[src/sv/bre_pkg.sv]
`timescale 1ns / 1ps
// ----------------------------------------------------------------------------
// bre_pkg: shared types and constants for the battery runtime estimator
// Holds the item and result formats, the register map, the controller to
// datapath command and status groups and the fixed divider sizes.
// ----------------------------------------------------------------------------
package bre_pkg;

    // request kinds
    localparam logic REQ_SAMPLE = 1'b0;
    localparam logic REQ_QUERY  = 1'b1;

    // register map, word index on paddr[3:2]
    localparam logic [1:0] REG_MIN_DROP     = 2'd0;
    localparam logic [1:0] REG_REANCHOR     = 2'd1;
    localparam logic [1:0] REG_HOUR_LIMIT   = 2'd2;

    // register reset values
    localparam logic [6:0]  MIN_DROP_RST    = 7'd2;
    localparam logic [6:0]  REANCHOR_RST    = 7'd20;
    localparam logic [15:0] HOUR_LIMIT_RST  = 16'd9999;

    localparam logic [11:0] SEC_PER_HOUR    = 12'd3600;

    // numerator: 7-bit percent times 32-bit elapsed seconds
    localparam int NUM_W     = 39;
    // denominator: 7-bit drop times 3600
    localparam int DEN_W     = 19;
    localparam int DIV_CNT_W = 6;
    localparam logic [DIV_CNT_W-1:0] DIV_LAST = DIV_CNT_W'(NUM_W - 1);

    typedef struct packed {
        logic              req_type;
        logic [6:0]        charge_pct;
        logic              charging_flag;
        logic signed [31:0] now_seconds;
    } t_item;

    typedef struct packed {
        logic        estimate_valid;
        logic [15:0] hours_left;
    } t_result;

    typedef struct packed {
        logic [6:0]  min_drop;
        logic [6:0]  reanchor_drop;
        logic [15:0] hour_limit;
    } t_cfg;

    // controller to datapath commands
    typedef struct packed {
        logic sample_wr;
        logic query_ld;
        logic mul_ld;
        logic div_step;
    } t_cmd;

    // datapath to controller status
    typedef struct packed {
        logic est_ok;
        logic div_last;
    } t_sts;

endpackage

[src/sv/battery_runtime_estimator.sv]
`timescale 1ns / 1ps
// ----------------------------------------------------------------------------
// battery_runtime_estimator: remaining battery hours from percent samples
// Tracks an anchor point and the latest sample and answers runtime queries.
// ----------------------------------------------------------------------------
// An item is taken when start is high and busy is low. A sample item is
// absorbed at that edge, busy stays low and no result follows, so samples
// can arrive every cycle. A query raises busy and produces exactly one
// result, shown for a single cycle with o_result_strobe; the receiver must
// take it then, there is no back-pressure. A query with no estimate goes
// from the multiply state straight to output; one with an estimate passes
// through multiply, restoring-divider steps that each retire one quotient
// bit of the 39-bit product, and output; no item is taken before it ends.
// Registers at APB byte addresses 0, 4 and 8 are to be written by the user
// only while the block is idle; the block itself does not enforce this.
// ----------------------------------------------------------------------------
module battery_runtime_estimator (
    input  logic             i_clk,
    input  logic             i_rst_n,
    // item command channel
    input  logic             start,
    output logic             busy,
    input  bre_pkg::t_item   i_item,
    // result channel
    output logic             o_result_strobe,
    output bre_pkg::t_result o_result,
    // configuration port
    input  logic             psel,
    input  logic             penable,
    input  logic             pwrite,
    input  logic [3:0]       paddr,
    input  logic [31:0]      pwdata,
    output logic [31:0]      prdata,
    output logic             pready
);

    bre_pkg::t_cfg r_cfg;
    bre_pkg::t_cmd w_cmd;
    bre_pkg::t_sts w_sts;
    logic          w_wr;

    assign pready = 1'b1;
    assign w_wr   = psel && penable && pwrite;

    // register write transfer
    always_ff @(posedge i_clk) begin
        if (!i_rst_n) begin
            r_cfg.min_drop      <= bre_pkg::MIN_DROP_RST;
            r_cfg.reanchor_drop <= bre_pkg::REANCHOR_RST;
            r_cfg.hour_limit    <= bre_pkg::HOUR_LIMIT_RST;
        end else if (w_wr) begin
            case (paddr[3:2])
                bre_pkg::REG_MIN_DROP:   r_cfg.min_drop      <= pwdata[6:0];
                bre_pkg::REG_REANCHOR:   r_cfg.reanchor_drop <= pwdata[6:0];
                bre_pkg::REG_HOUR_LIMIT: r_cfg.hour_limit    <= pwdata[15:0];
                default: begin
                end
            endcase
        end
    end

    // register read mux
    always_comb begin
        case (paddr[3:2])
            bre_pkg::REG_MIN_DROP:   prdata = {25'd0, r_cfg.min_drop};
            bre_pkg::REG_REANCHOR:   prdata = {25'd0, r_cfg.reanchor_drop};
            bre_pkg::REG_HOUR_LIMIT: prdata = {16'd0, r_cfg.hour_limit};
            default:                 prdata = 32'd0;
        endcase
    end

    bre_ctrl u_ctrl (
        .i_clk      (i_clk),
        .i_rst_n    (i_rst_n),
        .i_start    (start),
        .i_req_type (i_item.req_type),
        .i_sts      (w_sts),
        .o_cmd      (w_cmd),
        .o_busy     (busy),
        .o_strobe   (o_result_strobe)
    );

    bre_dp u_dp (
        .i_clk    (i_clk),
        .i_rst_n  (i_rst_n),
        .i_cmd    (w_cmd),
        .i_item   (i_item),
        .i_cfg    (r_cfg),
        .o_sts    (w_sts),
        .o_result (o_result)
    );

endmodule

[src/sv/bre_ctrl.sv]
`timescale 1ns / 1ps
// ----------------------------------------------------------------------------
// bre_ctrl: sequencing controller
// Accepts items, steps a query through multiply, divide and output, and
// drives the busy flag and the result strobe.
// ----------------------------------------------------------------------------
module bre_ctrl (
    input  logic          i_clk,
    input  logic          i_rst_n,
    input  logic          i_start,
    input  logic          i_req_type,
    input  bre_pkg::t_sts i_sts,
    output bre_pkg::t_cmd o_cmd,
    output logic          o_busy,
    output logic          o_strobe
);

    localparam logic [1:0] S_IDLE = 2'd0;
    localparam logic [1:0] S_MUL  = 2'd1;
    localparam logic [1:0] S_DIV  = 2'd2;
    localparam logic [1:0] S_OUT  = 2'd3;

    logic [1:0] r_state;
    logic [1:0] n_state;
    logic       w_accept;

    assign w_accept = i_start && (r_state == S_IDLE);

    // next state and commands
    always_comb begin
        n_state        = r_state;
        o_cmd          = '0;
        case (r_state)
            S_IDLE: begin
                if (w_accept) begin
                    if (i_req_type == bre_pkg::REQ_QUERY) begin
                        o_cmd.query_ld = 1'b1;
                        n_state        = S_MUL;
                    end else begin
                        o_cmd.sample_wr = 1'b1;
                    end
                end
            end
            S_MUL: begin
                if (i_sts.est_ok) begin
                    o_cmd.mul_ld = 1'b1;
                    n_state      = S_DIV;
                end else begin
                    n_state      = S_OUT;
                end
            end
            S_DIV: begin
                o_cmd.div_step = 1'b1;
                if (i_sts.div_last) begin
                    n_state = S_OUT;
                end
            end
            S_OUT: begin
                n_state = S_IDLE;
            end
            default: begin
                n_state = S_IDLE;
            end
        endcase
    end

    // state register
    always_ff @(posedge i_clk) begin
        if (!i_rst_n) begin
            r_state <= S_IDLE;
        end else begin
            r_state <= n_state;
        end
    end

    assign o_busy   = (r_state != S_IDLE);
    assign o_strobe = (r_state == S_OUT);

endmodule

[src/sv/bre_dp.sv]
`timescale 1ns / 1ps
// ----------------------------------------------------------------------------
// bre_dp: estimator datapath
// Holds the anchor and the latest sample, evaluates the estimate checks,
// forms percent times elapsed and divides it by drop times 3600 with a
// restoring divider, one quotient bit per cycle.
// ----------------------------------------------------------------------------
module bre_dp (
    input  logic             i_clk,
    input  logic             i_rst_n,
    input  bre_pkg::t_cmd    i_cmd,
    input  bre_pkg::t_item   i_item,
    input  bre_pkg::t_cfg    i_cfg,
    output bre_pkg::t_sts    o_sts,
    output bre_pkg::t_result o_result
);

    // battery state
    logic                r_anchor_valid;
    logic [6:0]          r_base_pct;
    logic signed [31:0]  r_anchor_stamp;
    logic [6:0]          r_cur_pct;
    logic                r_on_charger;

    // query working registers
    logic                         r_ok;
    logic [31:0]                  r_elapsed;
    logic [bre_pkg::DEN_W-1:0]    r_den;
    logic [bre_pkg::NUM_W-1:0]    r_quo;
    logic [bre_pkg::DEN_W-1:0]    r_rem;
    logic [bre_pkg::DIV_CNT_W-1:0] r_cnt;

    logic                w_move;
    logic [6:0]          w_samp_drop;
    logic [6:0]          w_drop;
    logic signed [32:0]  w_elapsed;
    logic                w_ok;
    logic [bre_pkg::DEN_W:0]   w_shift;
    logic [bre_pkg::DEN_W+1:0] w_trial;

    // re-anchor decision for a sample
    assign w_samp_drop = r_base_pct - i_item.charge_pct;
    always_comb begin
        w_move = !r_anchor_valid || i_item.charging_flag ||
                 (i_item.charge_pct > r_base_pct) ||
                 ($signed(i_item.now_seconds) < r_anchor_stamp) ||
                 (w_samp_drop >= i_cfg.reanchor_drop);
    end

    // estimate checks for a query
    assign w_drop    = r_base_pct - r_cur_pct;
    assign w_elapsed = 33'($signed(i_item.now_seconds)) - 33'(r_anchor_stamp);
    assign w_ok      = r_anchor_valid && !r_on_charger &&
                       (r_cur_pct <= r_base_pct) && (w_drop != 7'd0) &&
                       (w_drop >= i_cfg.min_drop) &&
                       !w_elapsed[32] && (w_elapsed != 33'sd0);

    // battery state update
    always_ff @(posedge i_clk) begin
        if (!i_rst_n) begin
            r_anchor_valid <= 1'b0;
            r_base_pct     <= 7'd0;
            r_anchor_stamp <= 32'sd0;
            r_cur_pct      <= 7'd0;
            r_on_charger   <= 1'b0;
        end else if (i_cmd.sample_wr) begin
            r_cur_pct    <= i_item.charge_pct;
            r_on_charger <= i_item.charging_flag;
            if (w_move) begin
                r_anchor_valid <= 1'b1;
                r_base_pct     <= i_item.charge_pct;
                r_anchor_stamp <= i_item.now_seconds;
            end
        end
    end

    // divider trial subtract
    assign w_shift = {r_rem, r_quo[bre_pkg::NUM_W-1]};
    assign w_trial = {1'b0, w_shift} - {2'b00, r_den};

    // query capture, multiply and divide
    always_ff @(posedge i_clk) begin
        if (!i_rst_n) begin
            r_ok  <= 1'b0;
            r_cnt <= '0;
        end else begin
            if (i_cmd.query_ld) begin
                r_ok      <= w_ok;
                r_elapsed <= w_elapsed[31:0];
                r_den     <= bre_pkg::DEN_W'(w_drop) *
                             bre_pkg::DEN_W'(bre_pkg::SEC_PER_HOUR);
            end
            if (i_cmd.mul_ld) begin
                r_quo <= bre_pkg::NUM_W'(r_cur_pct) * bre_pkg::NUM_W'(r_elapsed);
                r_rem <= '0;
                r_cnt <= '0;
            end
            if (i_cmd.div_step) begin
                r_cnt <= r_cnt + 1'b1;
                if (!w_trial[bre_pkg::DEN_W+1]) begin
                    r_rem <= w_trial[bre_pkg::DEN_W-1:0];
                    r_quo <= {r_quo[bre_pkg::NUM_W-2:0], 1'b1};
                end else begin
                    r_rem <= w_shift[bre_pkg::DEN_W-1:0];
                    r_quo <= {r_quo[bre_pkg::NUM_W-2:0], 1'b0};
                end
            end
        end
    end

    assign o_sts.est_ok   = r_ok;
    assign o_sts.div_last = (r_cnt == bre_pkg::DIV_LAST);

    // saturated result
    always_comb begin
        o_result.estimate_valid = r_ok;
        if (!r_ok) begin
            o_result.hours_left = 16'd0;
        end else if (r_quo > bre_pkg::NUM_W'(i_cfg.hour_limit)) begin
            o_result.hours_left = i_cfg.hour_limit;
        end else begin
            o_result.hours_left = r_quo[15:0];
        end
    end

endmodule

[config.mk]
export PLATFORM = sky130hd
export DESIGN_NAME = battery_runtime_estimator
export DESIGN_NICKNAME = d
export VERILOG_FILES = /design/src/sv/bre_pkg.sv /design/src/sv/battery_runtime_estimator.sv /design/src/sv/bre_ctrl.sv /design/src/sv/bre_dp.sv
export SDC_FILE = /design/constraint.sdc
export NUM_CORES = 1
export LEC_CHECK = 0
export BUFFER_PORTS_ARGS = -buffer_cell sky130_fd_sc_hd__buf_4
export CAP_MARGIN = 20
export CELL_PAD_IN_SITES_DETAIL_PLACEMENT = 2
export CELL_PAD_IN_SITES_GLOBAL_PLACEMENT = 2
export CORE_ASPECT_RATIO = 2
export CORE_UTILIZATION = 39
export DETAILED_ROUTE_END_ITERATION = 7
export GPL_TIMING_DRIVEN = 0
export PLACE_DENSITY = 0.82
export SLEW_MARGIN = 20
export SYNTH_ARGS = -nofsm -noshare
export SYNTH_HDL_FRONTEND = slang
export SYNTH_SLANG_ARGS = --single-unit
export TNS_END_PERCENT = 20
[constraint.sdc]
create_clock -name i_clk -period 7.2 [get_ports i_clk]
set_clock_uncertainty 0.1 [all_clocks]
set_input_delay 1.08 -clock i_clk [delete_from_list [all_inputs] [get_ports i_clk]]
set_output_delay 1.08 -clock i_clk [all_outputs]
set_load 0.1 [all_outputs]
---- Word-level counts from Yosys, hierarchy flattened ----
Cells that the tools add are included.
storage, ports and cells
  bits in registers ....................... 192
  bits in latches ......................... 0
  RAM bits ................................ 0
  bits in read-only memories .............. 0
  input bits .............................. 83
  output and inout port bits .............. 52
  word-level logic and storage cells ...... 89
  memories ................................ 0
cells by class
  $add $sub $neg .......................... 5
  $mul .................................... 2
  divide/modulo/power cells ............... 0
  order comparisons ....................... 6
  equal/unequal tests ..................... 9
  shift operators ......................... 0
  multiplexer cells ....................... 23
  bitwise logic cells ..................... 0
  reductions and logical operators ........ 29
operator list
  operator                count
  $mux W39                2
  $mux W19                3
  $pmux W16 S3            1
  $gt A39 B16 Y1          1
  $mul A7 B32 Y39         1
  $reduce_bool A33 Y1     1
  $sub A32 B32 Y33        1
  $lt A32 B32 Y1          1
  $mux W16                2
  $sub A20 B19 Y21        1
  $mul A7 B8 Y15 const B  1
  $ge A7 B7 Y1            2
  $sub A7 B7 Y7           2
  $mux W6                 2
  $reduce_and A2 Y1       6
  $mux W2                 5
  $logic_and A1 B1 Y1     9
  $pmux W2 S4             1
  $gt A7 B7 Y1            1
  $le A7 B7 Y1            1
  $mux W1                 7
  $reduce_bool A7 Y1      1
  $add A6 B1 Y6 const B   1
  $eq A2 B2 Y1 const B    3
  9 further kinds         18

---- Depth between registers and ports, before layout ----
Gate-level depths: netlist of the first run.
  word-level depth ........................ 7
  mapped depth ............................ 21
  depth with buffers taken out ............ 21

---- By module ----
From an unflattened synthesis of the first run, not the netlist that was laid out.
second synthesis, totals
  cells, all modules ...................... 2118
  area, all modules ....................... 19618.8 sq um
modules (own cells, without submodules)
  module                     instances  cells each  area an instance (sq um)  seq. area each (sq um)
  bre_dp                     1          1908        17843.4                   4254.1
  battery_runtime_estimator  1          184         1565.3                    600.6
  bre_ctrl                   1          26          210.2                     40.0

---- Least setup slack after synthesis of the first run ----
No wires, ideal clock.
  path kind ............................... flip-flop to flip-flop
  start point ............................. reg u_dp.r_cur_pct[6]
  end point ............................... reg u_dp.r_quo[26] in the netlist's numbering (data pin)
  setup time .............................. 0.267 ns
  data arrival time ....................... 5.028 ns
  required time ........................... 6.833 ns
  setup slack ............................. 1.805 ns
  cell stages (with the launch flop) ...... 21
  path buffers ............................ 1
  clock period less this slack ............ 5.395 ns
  cells stage by stage .................... dfxtp_1 -> clkbuf_1 -> nand2_1 -> fa_1 -> fa_1 -> inv_1 -> fa_1 -> inv_1 -> fa_1 -> inv_1 -> ha_1 -> a21oi_1 -> nor2b_1 -> o31ai_1 -> a31oi_1 -> o41a_1 -> o211ai_1 -> nand2_1 -> a21oi_1 -> xor2_1 -> o21ai_0
between the ends
  word-level cells in the longest chain between the ends .. 3
ends and longest elaborated chain
  element                 RTL line       source
  from (decl)             bre_dp.sv:22   logic [6:0] r_cur_pct;
  from (signal assigned)  bre_dp.sv:67   r_cur_pct <= i_item.charge_pct;
  $mul A7 B32 Y39         bre_dp.sv:94   r_quo <= bre_pkg::NUM_W'(r_cur_pct) * bre_pkg::NUM_W'(r_elapsed);
  $mux W39                bre_dp.sv:93   if (i_cmd.mul_ld) begin
  $mux W39                bre_dp.sv:98   if (i_cmd.div_step) begin
  to (signal assigned)    bre_dp.sv:94
  to (signal assigned)    bre_dp.sv:102  r_quo <= {r_quo[bre_pkg::NUM_W-2:0], 1'b1};
  to (signal assigned)    bre_dp.sv:105  r_quo <= {r_quo[bre_pkg::NUM_W-2:0], 1'b0};
  to (decl)               bre_dp.sv:29   logic [bre_pkg::NUM_W-1:0] r_quo;
No other way between the ends. The select of a mux whose other input is x is not followed.
A chain may end at the register's enable or synchronous reset.

---- Final worst setup path of the first run ----
  start point ............................. reg u_dp.r_cur_pct[6]
  end point ............................... reg u_dp.r_quo[38] in the netlist's numbering (data pin)
The elaborated chain is that of the path after synthesis.

==> results of run 1 <==
per-layer routing:
layer,global-route usage (%),up-vias
met5,0,-
met4,20.8,2
met3,2.94,237
met2,61.9,364
met1,24.8,8469
li1,-,7557
final cells by class:
type                    count  area [um2]  share of cell area (%)
plain buffers              94         430                    2.00
clock buffers              20         447                    2.08
clock inverters            12         106                   0.494
inverters                 279        1050                    4.87
multi-input cells        1616       13000                    60.3
flip-flops and latches    192        4890                    22.8
well taps                 638         798                    3.71
repair buffers            103         818                    3.80
Yosys cell counts, types with 3 or more instances:
master,n
inv_1,278
nand2_1,207
and2_1,192
ha_1,189
fa_1,158
o21ai_0,143
a21oi_1,135
edfxtp_1,105
dfxtp_1,87
nand3_1,79
nor2_1,78
clkbuf_1,71
a21o_1,52
xnor2_1,48
mux2i_1,36
xor2_1,31
nor3_1,26
o211ai_1,20
buf_4,19
o21bai_1,16
nor2b_1,15
a31oi_1,13
and3_1,13
o21a_1,13
nand2b_1,12
or3_1,11
a211oi_1,10
nor4_1,10
nand4_1,9
o31ai_1,7
a2111oi_0,4
a21boi_0,4
a31o_2,4
and4_1,4
buf_2,4
o2111ai_1,4
or4_1,4
a221o_1,3
a311o_1,3
mux2_2,3
o221ai_1,3
o41a_1,3
or2_2,3
kinds of logic (layout without fill, tap and decap cells):
kind of cell               Yosys count  after routing  share of synthesized area (%)
adders and majority gates          347            347                           28.7
muxes                               39             39                           2.05
buffers and inverters              373            508                           7.67
AOI/OAI and AO/OA                  463            463                           14.9
and+or+nand+nor                    671            671                           17.6
other                                2             17                         0.0390
DFF                                192            192                           25.4
xor gates and xnor gates            79             79                           3.59
repair_timing:
item                       CTS  global route
cloned                       0             0
buffers inserted             0             0
setup endpoints to repair    2             2
gates resized for setup      1             3
worst max-delay path, cell delays in order, from the launching register on:
cell	delay [ps]
dfxtp_1	600
buf_1	470
and2_1	240
fa_1	440
fa_1	530
fa_1	550
inv_1	60
fa_1	560
inv_1	50
ha_1	370
nand3_1	190
nor4b_2	450
o211ai_1	170
a31oi_1	480
o211ai_1	260
a31oi_1	350
nor2b_1	140
o221ai_1	210
mux2i_1	270
nor2_1	70
power breakdown:
group | switching, mW | internal [mW]
Sequential | 0.125 | 1.41
Clock | 0.507 | 0.460
Combinational | 2.03 | 1.20
Total | 2.66 | 3.07
registers in the layout (all words and copies together) (netlist names), 6 cells and up:
| register | count |
|---|---|
| u_dp.r_cur_pct | 7 |
| r_cfg | 30 |
| u_dp.r_cnt | 6 |
| u_dp.r_quo | 39 |
| u_dp.r_base_pct | 7 |
| u_dp.r_anchor_stamp | 32 |
| u_dp.r_rem | 19 |
| u_dp.r_den | 15 |
| u_dp.r_elapsed | 32 |
metrics by stage:
| step | cells | hold slack [ps] | util [%] | cell area, um2 | setup slack, ps |
|---|---|---|---|---|---|
| detailed placement | 2922 | 371 | 43.2 | 21000 | 2.39 |
| finish | 2954 | 381 | 44.4 | 21500 | 389 |
| global route | 2954 | 393 | 44.4 | 21500 | 0.149 |
| floorplan | 2181 | 334 | - | 19300 | 1810 |
| global placement | 2917 | 344 | 43.0 | 20800 | 165 |
| CTS | 2954 | 383 | 44.4 | 21500 | 222 |
worst min path at each step:
stage | endpoint | slack (ps) | cells after the start
final | u_dp.r_anchor_stamp[17] | 380 | 2
after global routing | u_dp.r_anchor_stamp[11] | 390 | 2
after CTS | u_dp.r_on_charger | 380 | 2
after detailed placement | u_dp.r_on_charger | 370 | 2
after global placement | u_dp.r_on_charger | 340 | 2
after floorplan | u_dp.r_anchor_valid | 330 | 2
==> flow_summary.json, run 1 <==
{
  "outcome": "complete, no violations",
  "clk_latency_ps": 500,
  "maxCapViolCount": 0,
  "async_flop_share_pct": 0,
  "end_kind": "flop",
  "antenna_found_initial": 1,
  "final_max_slew_viol_count": 0,
  "synth_top_cell_area_share_pct": 16.4,
  "drt-pass1-iter-count": 4,
  "chipWidth_um": 159,
  "crit_start": "u_dp.r_cur_pct[6]",
  "grt_pass1_vias": 19911,
  "layout-drive-gt1-share_pct": 7.60,
  "row_count": 114,
  "hp-class": "reg -> reg",
  "grt_pass1_wl_mm": 112,
  "wire_per_inst_um": 24.4,
  "worstHoldStart": "u_dp.r_anchor_stamp[17]",
  "h-tree-depth": 4,
  "period_minus_slack_ps": 6810,
  "worstPathRequired_ps": 7340,
  "port_buffers": 98,
  "setup_viol": 0,
  "crit_fanout": 10,
  "start_util_pct": 39.7,
  "wl_met2_mm": 42.5,
  "wl_met1_mm": 22.7,
  "synth_area_um2": 19200,
  "dp_hpwl_mm": 60.5,
  "cts.sinks": 192,
  "fmax_mhz": 147,
  "path_clk_slew_ps": 70,
  "synth_top_area_cell": "fa_1",
  "leakagePower_nw": 9.74,
  "wl_mm": 72.0,
  "viasPerCell": 5.63,
  "rr_worst_depth": 19,
  "syn-instance-count": 2166,
  "cts_hold_buf": 0,
  "tns_ps": 0,
  "synth_warnings": 0,
  "synthDistinctLibCells": 68,
  "avgSynthCellArea_um2": 8.89,
  "design.die.area_um2": 50300,
  "finalPower_mw": 5.73,
  "synth.area.top_cells": "fa_1, edfxtp_1, ha_1",
  "route.detailed.drc": 0,
  "timing.rr.end": "u_dp.r_quo[38]",
  "peakVddDrop_mv": 0.185,
  "grt_usage_pct": 29.4,
  "met3_length_mm": 1.56,
  "timing.rr.start": "u_dp.r_cur_pct[6]",
  "finalHoldViolations": 0,
  "cp-start-kind": "flop",
  "cp-endpoint": "u_dp.r_quo[38]",
  "clockBufferDepth": 2,
  "syn2layout_area_growth_pct": 11.7,
  "final_common_cell": "inv_1",
  "pin_count": 135,
  "worstMarginPinSlew_ps": 989,
  "grt_max_degree": 28,
  "cts_root_buf": "clkbuf_16",
  "layout_common_cells": "inv_1, nand2_1, and2_1",
  "via_count": 16629,
  "cts_tree": "yes",
  "yosysSeqAreaShare_pct": 25.4,
  "maxUsedRoutingLayer": "met5",
  "path_class": "reg -> reg",
  "synth-seq-cells": 192,
  "arrival_ps": 6950,
  "synth_ff_type": "edfxtp_1",
  "nFillCells": 5381,
  "numCtsBuffers": 17,
  "core_um2": 48500,
  "ff2ff_setup_slack_ps": 390,
  "antenna_cells": 0,
  "synth_edf_count": 105,
  "final_nets": 2733,
  "rsz0062_at_grt": "false",
  "min_period_over_period_pct": 94.6,
  "fp.dieH_um": 316,
  "routabilityCongestion": 0.863,
  "p_per_area_nw_per_um2": 266,
  "grt_overflow": 0,
  "final_antenna_net_count": 0,
  "relSlewSlack_pct": 34.1,
  "drt_iter0_drc": 488
}
Note: power is estimated with default switching activity, not from simulation.
==> inputs of run 2 (changes only) <==
- CORE_MARGIN: not set -> 2
==> flow_summary.json, run 2 (synthesized netlist as in run 1, its figures left out) <==
{
  "outcome": "complete, no violations",
  "routabilityCongestion": 0.824,
  "p_per_area_nw_per_um2": 265,
  "whs_path_depth": 2,
  "grt_pass1_wl_mm": 108,
  "largest_reg_flops": 39,
  "start_util_pct": 39.3,
  "grt_pass1_vias": 18967,
  "path_buf_inv": 4,
  "cts.sinks": 192,
  "grt_usage_pct": 27.4,
  "ff2ff_setup_slack_ps": 340,
  "stdcell_count": 2957,
  "slowest_stage": "dfxtp_1",
  "clockBufferDepth": 2,
  "rsz0062_at_grt": "false",
  "cts_tree": "yes",
  "relSlewSlack_pct": 34.2,
  "timing.rr.start": "u_dp.r_cur_pct[6]",
  "path_clk_slew_ps": 90,
  "worstMarginPinSlew_ps": 976,
  "design.die.area_um2": 51300,
  "postPlaceCellArea_um2": 20900,
  "via_count": 16445,
  "hp-class": "reg -> reg",
  "max_stage_delay_ps": 620,
  "finalPower_mw": 5.70,
  "cp_common_cell": "fa_1",
  "finalHoldViolations": 0,
  "dp_hpwl_mm": 56.0,
  "min_period_over_period_pct": 95.3,
  "final_nets": 2731,
  "drt_iter0_drc": 753,
  "grt_max_degree": 31,
  "final_common_cell": "inv_1",
  "hold_path_end": "u_dp.r_on_charger",
  "period_minus_slack_ps": 6860,
  "drt-pass1-iter-count": 4,
  "setup_viol": 0,
  "end_kind": "flop",
  "fmax_mhz": 146,
  "cpLargestDelayFamily": "adder cells",
  "clk_latency_ps": 480,
  "route.detailed.drc": 0,
  "dp_cells": 2925,
  "crit_fanout": 10,
  "row_count": 115,
  "hold_ws_ps": 366,
  "cp_cell_sequence": "clkbuf_1 -> nand2_1 -> fa_1 -> fa_1 -> inv_1 -> fa_1 -> inv_1 -> fa_1 -> inv_1 -> ha_1 -> a21oi_1 -> nor2b_1 -> o31ai_1 -> a31oi_2 -> o41a_1 -> o211ai_1 -> nand2_1 -> a21oi_1 -> xor2_1 -> o21ai_0",
  "tns_ps": 0,
  "grt_overflow": 0,
  "chipWidth_um": 161,
  "rr_worst_depth": 20,
  "numCtsBuffers": 17,
  "h-tree-depth": 4,
  "cts_setup_buffers": 0,
  "syn2layout_area_growth_pct": 11.9,
  "wl_mm": 68.8,
  "path_class": "reg -> reg",
  "peakVddDrop_mv": 0.221,
  "layout-drive-gt1-share_pct": 7.69,
  "antenna_found_initial": 1,
  "final_antenna_net_count": 0,
  "antenna_cells": 0,
  "worstHoldStart": "u_dp.r_on_charger",
  "arrival_ps": 6980,
  "maxCapViolCount": 0,
  "regMostFlops": "u_dp.r_quo",
  "fp.dieH_um": 318,
  "timing.rr.end": "u_dp.r_quo[26]",
  "layout_common_cells": "inv_1, nand2_1, and2_1",
  "wire_per_inst_um": 23.3,
  "viasPerCell": 5.56,
  "cts_root_buf": "clkbuf_16",
  "core_um2": 48900,
  "final_max_slew_viol_count": 0,
  "cp-start-kind": "flop",
  "leakagePower_nw": 9.75,
  "port_buffers": 98,
  "pin_count": 135,
  "top_regs": "u_dp.r_quo x39, u_dp.r_anchor_stamp x32, u_dp.r_elapsed x32",
  "worstPathRequired_ps": 7320,
  "final_area_um2": 21500
}
-- run 2: changes by cell type in the layout (fill, tap and decap cells not counted), moves of 2 or more --
cell	delta
inv_8	+2
clkinv_8	+2
clkinv_4	-4
inv_6	+3
clkbuf_1	-2
buf_4	-2
-- run 2: what timing repair did --
item	in CTS	in global routing
gates resized for setup	0	5
endpoints found under the setup margin	0	3
hold buffers	0	0
-- run 2: worst max-delay path by stage --
| stage | to | startpoint | depth (start not counted) |
|---|---|---|---|
| after floorplan | u_dp.r_quo[26] | u_dp.r_cur_pct[6] | 20 |
| after global placement | u_dp.r_quo[36] | u_dp.r_cur_pct[6] | 19 |
| after detailed placement | u_dp.r_quo[36] | u_dp.r_cur_pct[6] | 19 |
| after CTS | u_dp.r_quo[36] | u_dp.r_cur_pct[6] | 19 |
| after global routing | u_dp.r_quo[26] | u_dp.r_cur_pct[6] | 20 |
| final | u_dp.r_quo[26] | u_dp.r_cur_pct[6] | 20 |
-- run 2: per-layer routing --
metal / global-route usage (%) / share of wire, %
met5: 0 / 0.019
met4: 11.8 / 4.4
met3: 3.45 / 2.6
met2: 51.2 / 53
met1: 30.8 / 40
-- run 2: through the flow --
| step | setup slack, ps | utilization (%) |
|---|---|---|
| floorplan | 1810 | - |
| global placement | 416 | 42.6 |
| detailed placement | 252 | 42.8 |
| CTS | 161 | 44.0 |
| global route | 25.6 | 44.0 |
| finish | 341 | 44.0 |
-- run 2: where the power goes --
part	internal (mW)	switching, mW
Clock	0.473	0.533
Combinational	1.17	2.00
Sequential	1.41	0.125
-- run 2: worst register-to-register path, cell delays in order (launching register included) --
cell      delay (ps)
dfxtp_1          620
clkbuf_1         510
nand2_1          170
fa_1             560
fa_1             550
inv_1             60
fa_1             520
inv_1             50
fa_1             530
inv_1             50
ha_1             380
a21oi_1          160
nor2b_1           80
o31ai_1          530
a31oi_2          300
o41a_1           530
o211ai_1         220
nand2_1           90
a21oi_1          190
xor2_1           320
o21ai_0          110
-- run 2: area by class of cell --
| class | instances | area (um2) |
|---|---|---|
| fillers | 5436 | 27400 |
| clock inverters | 14 | 156 |
| plain buffers | 94 | 432 |
| repair buffers | 101 | 803 |
| flip-flops and latches | 192 | 4890 |
| inverters | 279 | 1050 |
| clock buffers | 18 | 433 |
| well taps | 643 | 805 |
| multi-input cells | 1616 | 13000 |
==> inputs of run 3 (changes only) <==
- ABC_AREA: not set -> 1
- CORE_UTILIZATION: 39 -> 36
- GPL_TIMING_DRIVEN: 0 -> not set
==> flow_summary.json, run 3 <==
{
  "peakVddDrop_mv": 0.226,
  "path_clk_slew_ps": 80,
  "seq_power_share_pct": 22.6,
  "synth_warnings": 0,
  "yosys.area_share.simple_pct": 23.9,
  "start_util_pct": 36.4,
  "cts_hold_buf": 0,
  "worstPathRequired_ps": 7350,
  "syn-instance-count": 2918,
  "cts_tree": "yes",
  "synth_compound_area_share_pct": 10.2,
  "final_common_cell": "nand2_1",
  "synth-seq-cells": 192,
  "tns_ps": 0,
  "chipWidth_um": 174,
  "synth_top_family_by_area": "adder cells",
  "wire_per_inst_um": 20.7,
  "outcome": "complete, no violations",
  "viasPerCell": 5.18,
  "via_count": 19413,
  "final_max_slew_viol_count": 0,
  "synthXorXnorAreaFrac_pct": 1.93,
  "final_nets": 3408,
  "route.detailed.drc": 0,
  "setup_viol": 0,
  "row_count": 124,
  "drt-pass1-iter-count": 5,
  "async_flop_share_pct": 0,
  "synth_ff_type": "edfxtp_1",
  "leakagePower_nw": 12.6,
  "cts.sinks": 192,
  "cts_root_buf": "clkbuf_16",
  "cp_common_cell": "nand2_1",
  "design.die.area_um2": 60000,
  "cts_resized": 0,
  "top_regs": "u_dp.r_quo x39, u_dp.r_anchor_stamp x32, u_dp.r_elapsed x32",
  "end_kind": "flop",
  "worstHoldStart": "u_dp.r_anchor_stamp[12]",
  "power_frac_comb_pct": 62.8,
  "clockBufferDepth": 2,
  "final_antenna_net_count": 0,
  "crit_start": "u_dp.r_cur_pct[6]",
  "yosys-top-cells-count": "nand2_1, inv_1, nor2_1",
  "rsz0062_at_grt": "false",
  "cp-start-kind": "flop",
  "hold_ws_ps": 392,
  "worstMarginPinSlew_ps": 1090,
  "numCtsBuffers": 17,
  "fmax_mhz": 165,
  "synth_edf_count": 105,
  "core_um2": 57200,
  "crit_fanout": 16,
  "min_period_over_period_pct": 84.4,
  "switching_share_pct": 50.6,
  "switchingPower_mw": 3.72,
  "routabilityCongestion": 0.888,
  "power_frac_clock_pct": 14.7,
  "internal_power_mw": 3.63,
  "slowest_stage": "dfxtp_1",
  "clk_latency_ps": 500,
  "p_per_area_nw_per_um2": 320,
  "arrival_ps": 6220,
  "grt_pass1_vias": 23142,
  "drt_iter0_drc": 502,
  "period_minus_slack_ps": 6070,
  "fp.dieH_um": 344,
  "layout_common_cells": "nand2_1, inv_1, nor2_1",
  "synth_adder_area_share_pct": 26.5,
  "wl_mm": 77.7,
  "max_stage_delay_ps": 850,
  "synth_area_um2": 20800,
  "synth_top_area_cell": "fa_1",
  "muxShareOfSynthArea_pct": 0,
  "grt_overflow": 0,
  "yosysMostFrequentCell": "nand2_1",
  "antenna_cells": 0,
  "largest_reg_flops": 39,
  "port_buffers": 99,
  "finalHoldViolations": 0,
  "dp_hpwl_mm": 65.1,
  "layout-drive-gt1-share_pct": 7.02,
  "synth.area.top_cells": "fa_1, edfxtp_1, nand2_1",
  "regMostFlops": "u_dp.r_quo",
  "nFillCells": 6841,
  "cp_cell_sequence": "nand2_1 -> fa_1 -> fa_1 -> inv_1 -> fa_1 -> inv_1 -> fa_1 -> inv_1 -> ha_1 -> nand2_1 -> o21ai_0 -> nor2_1 -> o21bai_1 -> a21oi_1 -> o21ai_0 -> nand3_1 -> nand2_1 -> nand2_1 -> nand3_1 -> nand2_1",
  "antenna_found_initial": 1,
  "h-tree-depth": 4,
  "relSlewSlack_pct": 27.0,
  "grt_usage_pct": 26.5,
  "avgSynthCellArea_um2": 7.14,
  "timing.rr.start": "u_dp.r_cur_pct[6]",
  "synth_top_cell_area_share_pct": 15.2,
  "path_class": "reg -> reg",
  "syn2layout_area_growth_pct": 10.0,
  "cts_setup_buffers": 0,
  "grt_pass1_wl_mm": 123,
  "pin_count": 135,
  "maxCapViolCount": 0,
  "grt_max_degree": 81,
  "hp-class": "reg -> reg",
  "yosysSeqAreaShare_pct": 23.5,
  "synthDistinctLibCells": 59
}
[run 3: worst max-delay path: cells and delay by family, from the launching register on]
kind                     cells  cell delay (ps)
AO/OA/AOI/OAI                4             1130
AND/OR/NAND/NOR              8             1020
adder cells (fa/ha/maj)      5             2550
buffers and inverters        3              160
flip-flops                   1              850
[run 3: final cells by class]
class	instances	area, um2	share of cell area, %
clock buffer	17	425	1.85
clock inverter	15	209	0.911
timing repair buffer	115	863	3.76
tap	756	946	4.12
sequential	192	4890	21.3
multi-input combinational	1995	13100	57.2
inverter	657	2470	10.8
[run 3: power by group through the flow]
| stage | registers (mW) | logic, mW | clock network, mW |
|---|---|---|---|
| global route | 1.67 | 5.21 | 1.13 |
| global placement | 1.67 | 4.22 | 0 |
| finish | 1.66 | 4.61 | 1.08 |
| CTS | 1.66 | 4.68 | 1.10 |
| detailed placement | 1.68 | 4.62 | 0 |
| floorplan | 1.60 | 3.24 | 0 |
[run 3: kinds of logic (layout without fill, tap and decap cells)]
kind of cell	after synthesis	count (layout)
compound gates	387	387
xor+xnor	46	46
fa+ha+maj	347	347
buf+inv	746	804
flops	192	192
other cells	2	17
simple gates	1198	1198
[run 3: worst paths after layout]
path                                                end  slack, ps  cells after the start
worst max-delay path                     u_dp.r_quo[27]       1130                     20
worst min-delay path            u_dp.r_anchor_stamp[12]        390                      2
worst min register to register  u_dp.r_anchor_stamp[12]        390                      2
worst max register to register           u_dp.r_quo[27]       1130                     20
[run 3: per-layer routing]
metal / routed length [um] / up-vias / global-route usage [%]
met5: 13 / - / 0
met4: 5050 / 2 / 16.7
met3: 1410 / 213 / 2.46
met2: 45300 / 351 / 56.0
li1: - / 9122 / -
met1: 25900 / 9725 / 23.2
[run 3: through the flow]
stage | instances | util [%] | area, um2 | worst slack [ps] | power (mW)
after CTS | 3747 | 40.1 | 22900 | 1130 | 7.44
after detailed placement | 3715 | 38.9 | 22300 | 1130 | 6.30
after global routing | 3747 | 40.1 | 22900 | 818 | 8.01
after global placement | 3715 | 38.9 | 22300 | 1390 | 5.88
final | 3747 | 40.1 | 22900 | 1130 | 7.34
after floorplan | 2933 | - | 20900 | 2180 | 4.84
